**config.mk**
```make
export PLATFORM = sky130hd
export DESIGN_NAME = usb_config_descriptor_walker
export DESIGN_NICKNAME = d
export VERILOG_FILES = /design/src/hdl/ucdw_pkg.sv /design/src/hdl/usb_config_descriptor_walker.sv
export SDC_FILE = /design/constraint.sdc
export NUM_CORES = 1
export LEC_CHECK = 0
export BUFFER_PORTS_ARGS = -buffer_cell sky130_fd_sc_hd__clkbuf_2
export CORE_MARGIN = 4
export CORE_UTILIZATION = 40
export CTS_BUF_LIST = sky130_fd_sc_hd__clkbuf_8
export DETAILED_ROUTE_END_ITERATION = 6
export PLACE_DENSITY = 0.57
export SYNTH_ARGS = -nofsm -noshare
export SYNTH_HDL_FRONTEND = slang
export SYNTH_SLANG_ARGS = --single-unit
export TNS_END_PERCENT = 100
```
**constraint.sdc**
```tcl
create_clock -name clock -period 11.8 [get_ports clock]
set_clock_uncertainty 0.05 [all_clocks]
set_input_delay 2.36 -clock clock [delete_from_list [all_inputs] [get_ports clock]]
set_output_delay 2.36 -clock clock [all_outputs]
set_load 0.1 [all_outputs]
```
**src/hdl/ucdw_pkg.sv**
```systemverilog
// Shared types and constants for the configuration descriptor walker.
// Depends on nothing; used by usb_config_descriptor_walker.
package ucdw_pkg;

   // Endpoint slots available for capture
   localparam int MAX_ENDPOINTS = 16;
   localparam int EP_CNT_W      = $clog2(MAX_ENDPOINTS + 1);

   // Descriptor type codes and minimum lengths
   localparam logic [7:0] KIND_INTERFACE = 8'd4;
   localparam logic [7:0] KIND_ENDPOINT  = 8'd5;
   localparam logic [7:0] IFACE_MIN_LEN  = 8'd9;
   localparam logic [7:0] EP_MIN_LEN     = 8'd7;
   localparam logic [7:0] MIN_DESC_LEN   = 8'd2;

   // Walk status codes
   localparam logic [1:0] STATUS_BUSY      = 2'd0;
   localparam logic [1:0] STATUS_DONE      = 2'd1;
   localparam logic [1:0] STATUS_MALFORMED = 2'd2;

   // Configuration register indexes
   localparam logic [1:0] CSR_TOTAL_LENGTH    = 2'd0;
   localparam logic [1:0] CSR_DEVICE_CLASS    = 2'd1;
   localparam logic [1:0] CSR_DEVICE_SUBCLASS = 2'd2;
   localparam logic [1:0] CSR_DEVICE_PROTOCOL = 2'd3;

   typedef struct packed {
      logic [7:0] config_byte;
      logic       first_byte;
   } req_type;

   typedef struct packed {
      logic [7:0]  interface_number;
      logic [7:0]  current_class;
      logic [7:0]  current_subclass;
      logic [7:0]  current_protocol;
      logic [4:0]  endpoint_count;
      logic        endpoint_captured;
      logic [3:0]  endpoint_slot;
      logic [7:0]  endpoint_address;
      logic [7:0]  endpoint_attributes;
      logic [15:0] endpoint_max_packet;
      logic [7:0]  endpoint_interval;
      logic [1:0]  parse_status;
   } rsp_type;

endpackage

```
**src/hdl/usb_config_descriptor_walker.sv**
```systemverilog
// Top level of the configuration descriptor walker: input register, walk logic,
// result register. Depends on ucdw_pkg.
//
// Usage:
//   Load total_length and the device class/subclass/protocol through the csr_
//   write port while the block is idle, then send the configuration block one
//   byte per req_ transfer, first_byte set on the byte at offset zero.
//   Every byte yields exactly one rsp_ transfer carrying the last interface
//   number, the class triple after the interface override rule, the endpoint
//   count, the endpoint just captured (zeroes when none) and the walk status.
// Each accepted byte passes through the input register, then the result register.
// Throughput: one byte per cycle while the result is not held; the walk is a
//   single combinational pass between the input register and the result
//   register, so each byte sees the state left by the byte before it.
// Stall: the result register holds while it is valid and rsp_stall is high;
//   the input register then takes a byte only while empty, and once it holds
//   one, req_stall stays high until the result is taken.
// Reset: clears the configuration registers, the walk state and both valid
//   flags. Without a first_byte restart the walk starts at offset zero with
//   a zero class triple.
module usb_config_descriptor_walker (
   input  logic              clock,
   input  logic              reset,
   input  logic              req_valid,
   output logic              req_stall,
   input  ucdw_pkg::req_type req_payload,
   output logic              rsp_valid,
   input  logic              rsp_stall,
   output ucdw_pkg::rsp_type rsp_payload,
   input  logic              csr_write,
   input  logic [1:0]        csr_index,
   input  logic [15:0]       csr_wdata
);

   // Configuration registers
   logic [15:0] total_length_ff;
   logic [7:0]  device_class_ff;
   logic [7:0]  device_subclass_ff;
   logic [7:0]  device_protocol_ff;

   // Pipeline registers
   logic              s1_valid_ff;
   ucdw_pkg::req_type s1_data_ff;
   logic              rsp_valid_ff;
   ucdw_pkg::rsp_type rsp_data_ff;
   ucdw_pkg::rsp_type rsp_data_in;

   // Walk state
   logic [15:0]                   byte_offset_ff, byte_offset_in;
   logic [15:0]                   desc_start_ff, desc_start_in;
   logic [7:0]                    desc_length_ff, desc_length_in;
   logic [7:0]                    desc_kind_ff, desc_kind_in;
   logic [5:0][7:0]               field_buffer_ff, field_buffer_in;
   logic [ucdw_pkg::EP_CNT_W-1:0] stored_eps_ff, stored_eps_in;
   logic [23:0]                   class_triple_ff, class_triple_in;
   logic [7:0]                    last_interface_ff, last_interface_in;
   logic [1:0]                    walk_status_ff, walk_status_in;

   // Walk intermediates
   logic                          restart;
   logic [7:0]                    cur_byte;
   logic [15:0]                   offset_cur;
   logic [15:0]                   start_cur;
   logic [ucdw_pkg::EP_CNT_W-1:0] eps_cur;
   logic [1:0]                    status_cur;
   logic [23:0]                   triple_cur;
   logic [15:0]                   rel;
   logic [15:0]                   desc_end;
   logic                          captured;
   logic [3:0]                    slot;

   logic advance;
   logic fire;

   // Move the result register whenever it is empty or being taken
   assign advance   = !rsp_valid_ff || !rsp_stall;
   assign fire      = s1_valid_ff && advance;
   assign req_stall = s1_valid_ff && !advance;

   assign rsp_valid   = rsp_valid_ff;
   assign rsp_payload = rsp_data_ff;

   // Configuration writes
   always_ff @(posedge clock) begin
      if (reset) begin
         total_length_ff    <= '0;
         device_class_ff    <= '0;
         device_subclass_ff <= '0;
         device_protocol_ff <= '0;
      end else if (csr_write) begin
         unique case (csr_index)
            ucdw_pkg::CSR_TOTAL_LENGTH:    total_length_ff    <= csr_wdata;
            ucdw_pkg::CSR_DEVICE_CLASS:    device_class_ff    <= csr_wdata[7:0];
            ucdw_pkg::CSR_DEVICE_SUBCLASS: device_subclass_ff <= csr_wdata[7:0];
            ucdw_pkg::CSR_DEVICE_PROTOCOL: device_protocol_ff <= csr_wdata[7:0];
         endcase
      end
   end

   // Input register and result register
   always_ff @(posedge clock) begin
      if (reset) begin
         s1_valid_ff  <= 1'b0;
         rsp_valid_ff <= 1'b0;
      end else begin
         if (!req_stall) begin
            s1_valid_ff <= req_valid;
         end
         if (advance) begin
            rsp_valid_ff <= s1_valid_ff;
         end
      end
   end

   always_ff @(posedge clock) begin
      if (req_valid && !req_stall) begin
         s1_data_ff <= req_payload;
      end
      if (fire) begin
         rsp_data_ff <= rsp_data_in;
      end
   end

   // Walk state advances once per transfer leaving the input register
   always_ff @(posedge clock) begin
      if (reset) begin
         byte_offset_ff    <= '0;
         desc_start_ff     <= '0;
         desc_length_ff    <= '0;
         desc_kind_ff      <= '0;
         field_buffer_ff   <= '0;
         stored_eps_ff     <= '0;
         class_triple_ff   <= '0;
         last_interface_ff <= '0;
         walk_status_ff    <= ucdw_pkg::STATUS_BUSY;
      end else if (fire) begin
         byte_offset_ff    <= byte_offset_in;
         desc_start_ff     <= desc_start_in;
         desc_length_ff    <= desc_length_in;
         desc_kind_ff      <= desc_kind_in;
         field_buffer_ff   <= field_buffer_in;
         stored_eps_ff     <= stored_eps_in;
         class_triple_ff   <= class_triple_in;
         last_interface_ff <= last_interface_in;
         walk_status_ff    <= walk_status_in;
      end
   end

   // Walk one byte
   always_comb begin
      restart  = s1_data_ff.first_byte;
      cur_byte = s1_data_ff.config_byte;

      // A restart clears the position, endpoint count and status and reloads the class triple first
      offset_cur = restart ? 16'd0 : byte_offset_ff;
      start_cur  = restart ? 16'd0 : desc_start_ff;
      eps_cur    = restart ? '0 : stored_eps_ff;
      status_cur = restart ? ucdw_pkg::STATUS_BUSY : walk_status_ff;
      triple_cur = restart ? {device_class_ff, device_subclass_ff, device_protocol_ff}
                           : class_triple_ff;

      desc_length_in    = desc_length_ff;
      desc_kind_in      = desc_kind_ff;
      field_buffer_in   = field_buffer_ff;
      last_interface_in = last_interface_ff;
      class_triple_in   = triple_cur;
      stored_eps_in     = eps_cur;
      walk_status_in    = status_cur;
      desc_start_in     = start_cur;
      captured          = 1'b0;
      slot              = '0;
      desc_end          = start_cur + 16'(desc_length_ff);

      // Position within the current descriptor
      rel = offset_cur - start_cur;

      if (status_cur == ucdw_pkg::STATUS_BUSY) begin
         if (rel == 16'd0) begin
            // Descriptor boundary: finish when fewer than two bytes remain
            if ({1'b0, start_cur} + 17'd2 > {1'b0, total_length_ff}) begin
               walk_status_in = ucdw_pkg::STATUS_DONE;
            end else begin
               desc_length_in = cur_byte;
            end
         end else if (rel == 16'd1) begin
            desc_kind_in = cur_byte;
            if (desc_length_ff < ucdw_pkg::MIN_DESC_LEN ||
                {1'b0, start_cur} + {9'd0, desc_length_ff} > {1'b0, total_length_ff}) begin
               walk_status_in = ucdw_pkg::STATUS_MALFORMED;
            end
         end else if (rel < 16'd8) begin
            for (int k = 0; k < 6; k++) begin
               if (rel[2:0] == 3'(k + 2)) begin
                  field_buffer_in[k] = cur_byte;
               end
            end
         end

         // Last byte of the descriptor: act on its type, then step to the next
         if (walk_status_in == ucdw_pkg::STATUS_BUSY && rel != 16'd0 &&
             {1'b0, rel} + 17'd1 == {9'd0, desc_length_ff}) begin
            if (desc_kind_in == ucdw_pkg::KIND_INTERFACE &&
                desc_length_ff >= ucdw_pkg::IFACE_MIN_LEN) begin
               last_interface_in = field_buffer_in[0];
               if (triple_cur[23:16] == 8'd0) begin
                  class_triple_in = {field_buffer_in[3], field_buffer_in[4],
                                     field_buffer_in[5]};
               end
            end else if (desc_kind_in == ucdw_pkg::KIND_ENDPOINT &&
                         desc_length_ff >= ucdw_pkg::EP_MIN_LEN) begin
               // Drop endpoints once every slot is taken
               if ({1'b0, eps_cur} < (ucdw_pkg::EP_CNT_W + 1)'(ucdw_pkg::MAX_ENDPOINTS)) begin
                  captured      = 1'b1;
                  slot          = 4'(eps_cur);
                  stored_eps_in = eps_cur + 1'b1;
               end
            end
            desc_start_in = desc_end;
            if ({1'b0, desc_end} + 17'd2 > {1'b0, total_length_ff}) begin
               walk_status_in = ucdw_pkg::STATUS_DONE;
            end
         end
      end

      // Offset keeps counting past the end and saturates
      byte_offset_in = (offset_cur != 16'hFFFF) ? offset_cur + 16'd1 : offset_cur;

      rsp_data_in.interface_number    = last_interface_in;
      rsp_data_in.current_class       = class_triple_in[23:16];
      rsp_data_in.current_subclass    = class_triple_in[15:8];
      rsp_data_in.current_protocol    = class_triple_in[7:0];
      rsp_data_in.endpoint_count      = 5'(stored_eps_in);
      rsp_data_in.endpoint_captured   = captured;
      rsp_data_in.endpoint_slot       = slot;
      rsp_data_in.endpoint_address    = captured ? field_buffer_in[0] : 8'd0;
      rsp_data_in.endpoint_attributes = captured ? field_buffer_in[1] : 8'd0;
      rsp_data_in.endpoint_max_packet = captured ? {field_buffer_in[3], field_buffer_in[2]}
                                                 : 16'd0;
      rsp_data_in.endpoint_interval   = captured ? field_buffer_in[4] : 8'd0;
      rsp_data_in.parse_status        = walk_status_in;
   end

   // Input side only stalls behind a held result
   a_stall_cause: assert property (@(posedge clock) disable iff (reset)
      req_stall |-> (rsp_valid && rsp_stall))
      else $error("input stalled without a held result");

   // A captured endpoint never comes with a malformed status
   a_capture_status: assert property (@(posedge clock) disable iff (reset)
      (rsp_valid && rsp_payload.endpoint_captured) |->
         (rsp_payload.parse_status != ucdw_pkg::STATUS_MALFORMED))
      else $error("endpoint captured on malformed walk");

   // Count reported with a capture is one past its slot
   a_capture_count: assert property (@(posedge clock) disable iff (reset)
      (rsp_valid && rsp_payload.endpoint_captured) |->
         (rsp_payload.endpoint_count[3:0] == rsp_payload.endpoint_slot + 4'd1))
      else $error("endpoint count does not follow slot");

   // A finished walk holds its status until a restart
   a_status_hold: assert property (@(posedge clock) disable iff (reset)
      (walk_status_ff != ucdw_pkg::STATUS_BUSY && !(fire && s1_data_ff.first_byte))
         |=> (walk_status_ff == $past(walk_status_ff)))
      else $error("final walk status changed without restart");

endmodule
```
==> results.json <==
{
  "status": "finished, final reports clean",
  "grt_pass1_wl_um": 70000,
  "syn_to_final_growth_pct": 11.8,
  "cts_hold_buf": 0,
  "synth_area_per_cell_um2": 9.19,
  "grt_pass1_vias": 12600,
  "synthArstFlopShare_pct": 0,
  "cts.clk_slew.worst_paths_ns": 0.06,
  "hold_class": "register to register",
  "cellLeakagePower_nw": 7.20,
  "cp_data_required_time_ns": 12.24,
  "via_count": 13100,
  "grt_max_degree": 66,
  "io_buffers": 117,
  "synth_warnings": 0,
  "initial_core_util_pct": 40.7,
  "drive_above_1_share_pct": 15.9,
  "fin_crit_ns": 7.78,
  "synth_area_mm2": 0.0158,
  "cts_tree": "done",
  "yosys.area_share.simple_pct": 18.8,
  "synth.net_count": 1829,
  "synth_xor_area_share_pct": 3.98,
  "dieHeight_um": 207,
  "ant_nets": 0,
  "synth_seq_area_share_pct": 40.1,
  "ir_drop_v": 0.0000927,
  "rsz0062_at_grt": "false",
  "max_freq_mhz": 129,
  "min-delay-start": "total_length_ff[10]",
  "drt_iter0_drc": 935,
  "synth_top_family_by_area": "simple AND/OR/NAND/NOR gates",
  "min_to": "total_length_ff[10]",
  "layout.nets": 1904,
  "max_slew_margin_pct": 26.1,
  "critPathCaptureType": "register",
  "cts-root-buf": "clkbuf_8",
  "layout_commonest_cell": "nor2_1",
  "clockPowerShare_pct": 40.7,
  "synthFlopType": "dfxtp_1",
  "dieArea_mm2": 0.0428,
  "post-place-ws_ns": 4.16,
  "synth_edf_count": 93,
  "r2r_start": "restart",
  "intPower_w": 0.00153,
  "most-common-layout-cells": "nor2_1 (206), nand2_1 (177), dfxtp_1 (177)",
  "cp-start-kind": "register",
  "htree_levels": 2,
  "fillCellCount": 3764,
  "gr-total-overflow": 0,
  "finalWirelength_um": 44900,
  "post-route-period-util_pct": 65.9,
  "wl_per_cell_um": 19.1,
  "drtPass1Iterations": 5,
  "combPwrFrac_pct": 12.6,
  "place_congestion": 0.885,
  "post_cts_resized": 0,
  "postLayoutCellArea_mm2": 0.0177,
  "max-clock-path-buffers": 3,
  "ys_ff_latch": 270,
  "setup_slack_ns": 4.02,
  "arrival_ns": 8.21,
  "holdPathStages": 2,
  "yosys-mux-area-fraction_pct": 11.4,
  "die_w_um": 207,
  "seqPwrFrac_pct": 46.7,
  "postPlaceCellArea_mm2": 0.0167,
  "swShare_pct": 28.9,
  "power.switching_w": 0.000624,
  "tns_ns": 0,
  "synth.distinct_cells": 93,
  "r2r_slack_ns": 4.02,
  "pin_count": 118,
  "post_cts_buffers": 0,
  "p_per_area_mw_per_mm2": 122,
  "worst_slew_pin_slew_ns": 1.11,
  "grt_use_total_pct": 20.5,
  "antenna_cells": 0,
  "setup_viol": 0,
  "rows": 72,
  "hold_viol": 0,
  "netlist_instances": 1721,
  "critPathKind": "register to register",
  "rr_worst_depth": 25,
  "synth_compound_area_share_pct": 15.3,
  "yosys.area_share.adder_pct": 6.17,
  "design.core.area_mm2": 0.0388,
  "path_max_fanout": 53,
  "vias_per_cell": 5.56,
  "maxCapViolations": 0,
  "route.detailed.drc": 0,
  "cts.sinks": 270,
  "cts_buffers": 46,
  "post-dp-hpwl_um": 31900,
  "clock_latency_ns": 0.59,
  "antenna_found_initial": 0,
  "finalMaxSlewViolations": 0,
  "regToRegEndpoint": "class_triple_ff[2]"
}
## state kept, by name (all words and copies together) (netlist names), 16 cells and up
register	count
rsp_payload	84
field_buffer_ff	48
desc_start_ff	16
byte_offset_ff	16
class_triple_ff	24
total_length_ff	16
## how the worst max path moves through the flow
stage / startpoint / endpoint / slack [ns] / cells after the start
global route: restart / class_triple_ff[2] / 3.46 / 25
floorplan: restart / rsp_payload[77] / 4.62 / 32
finish: restart / class_triple_ff[2] / 4.02 / 25
CTS: restart / class_triple_ff[2] / 4.08 / 25
detailed placement: restart / class_triple_ff[2] / 4.16 / 25
global placement: restart / class_triple_ff[1] / 4.37 / 25
## per-stage QoR
stage / total power, W / hold slack [ns] / utilization [%] / instances
global placement: 0.00129 / 0.397 / 43.1 / 2266
detailed placement: 0.00130 / 0.396 / 43.1 / 2266
global route: 0.00224 / 0.428 / 45.5 / 2351
finish: 0.00216 / 0.400 / 45.5 / 2351
CTS: 0.00218 / 0.403 / 45.5 / 2351
floorplan: 0.00123 / 0.386 / - / 1721
## power by group through the flow
stage / Clock (W) / Combinational (W) / Sequential [W]
CTS: 0.000902 / 0.000272 / 0.00101
global route: 0.000944 / 0.000290 / 0.00101
floorplan: 0 / 0.000123 / 0.00110
global placement: 0 / 0.000270 / 0.00103
finish: 0.000878 / 0.000272 / 0.00101
detailed placement: 0 / 0.000271 / 0.00103
## synth_stat cells (10+ instances only)
master    number  area (um^2)
a211oi_1      16          120
a211oi_2      10          125
a21o_1        21          158
a21oi_1       89          445
a22o_1        19          166
and3_1        15         93.8
buf_2         16         80.1
clkbuf_1      77          289
dfxtp_1      177         3540
edfxtp_1      93         2790
ha_1          74          926
inv_1         56          210
mux2_2        30          338
mux2i_1      141         1410
nand2_1      177          664
nand3_1       39          195
nand4_1       27          169
nor2_1       206          773
nor2b_1       37          231
nor3_1        30          150
nor4_1        10         62.6
o211ai_1      11         82.6
o21ai_0       69          345
o22ai_1       10         62.6
o22ai_2       10          125
or3_1         12         75.1
xnor2_1       42          368
xor2_1        21          184
## final cells by class
class                           count  area (um^2)  area share, %
Tap cell                          518          648           3.67
Sequential cell                   270         6340           35.8
Timing Repair Buffer              134          716           4.05
Clock buffer                       52          716           4.05
Clock inverter                     33          239           1.35
Inverter                           58          220           1.25
Multi-Input combinational cell   1286         8810           49.8
## cells by family (layout without fill, tap and decap cells)
kind of cell	Yosys count	count (layout)
and+or+nand+nor	625	625
xor gates and xnor gates	67	67
DFF	270	270
adders and majority gates	77	77
AOI/OAI and AO/OA	341	341
buffers and inverters	165	277
muxes	176	176
## layer usage
layer | wire length, um | global-route usage [%] | part of all wire (%)
met5 | 0 | 0 | 0
met2 | 21700 | 34.1 | 48
met3 | 1960 | 2.92 | 4.4
met1 | 20100 | 27.8 | 45
met4 | 1150 | 6.19 | 2.6
## worst max-delay path, stage by stage, from the launching register on
cell and delay (ns):
edfxtp_1 0.46, buf_4 0.53, nor2b_1 0.18, ha_1 0.24, inv_1 0.07, fa_1 0.25
inv_1 0.12, o211a_1 0.15, a2111oi_0 0.48, o211ai_1 0.20, and2_1 0.25, nand2_1 0.11
xor2_1 0.40, ha_1 0.34, a21o_1 0.16, a21o_1 0.17, a211oi_1 0.24, o21ai_0 0.15
o21ai_0 0.39, a31oi_1 0.17, and4_1 0.24, a2111o_1 0.40, a2111o_1 0.74, a21oi_4 0.70
o22ai_1 0.18, a211oi_1 0.24
(Power assumes the default switching activity.)
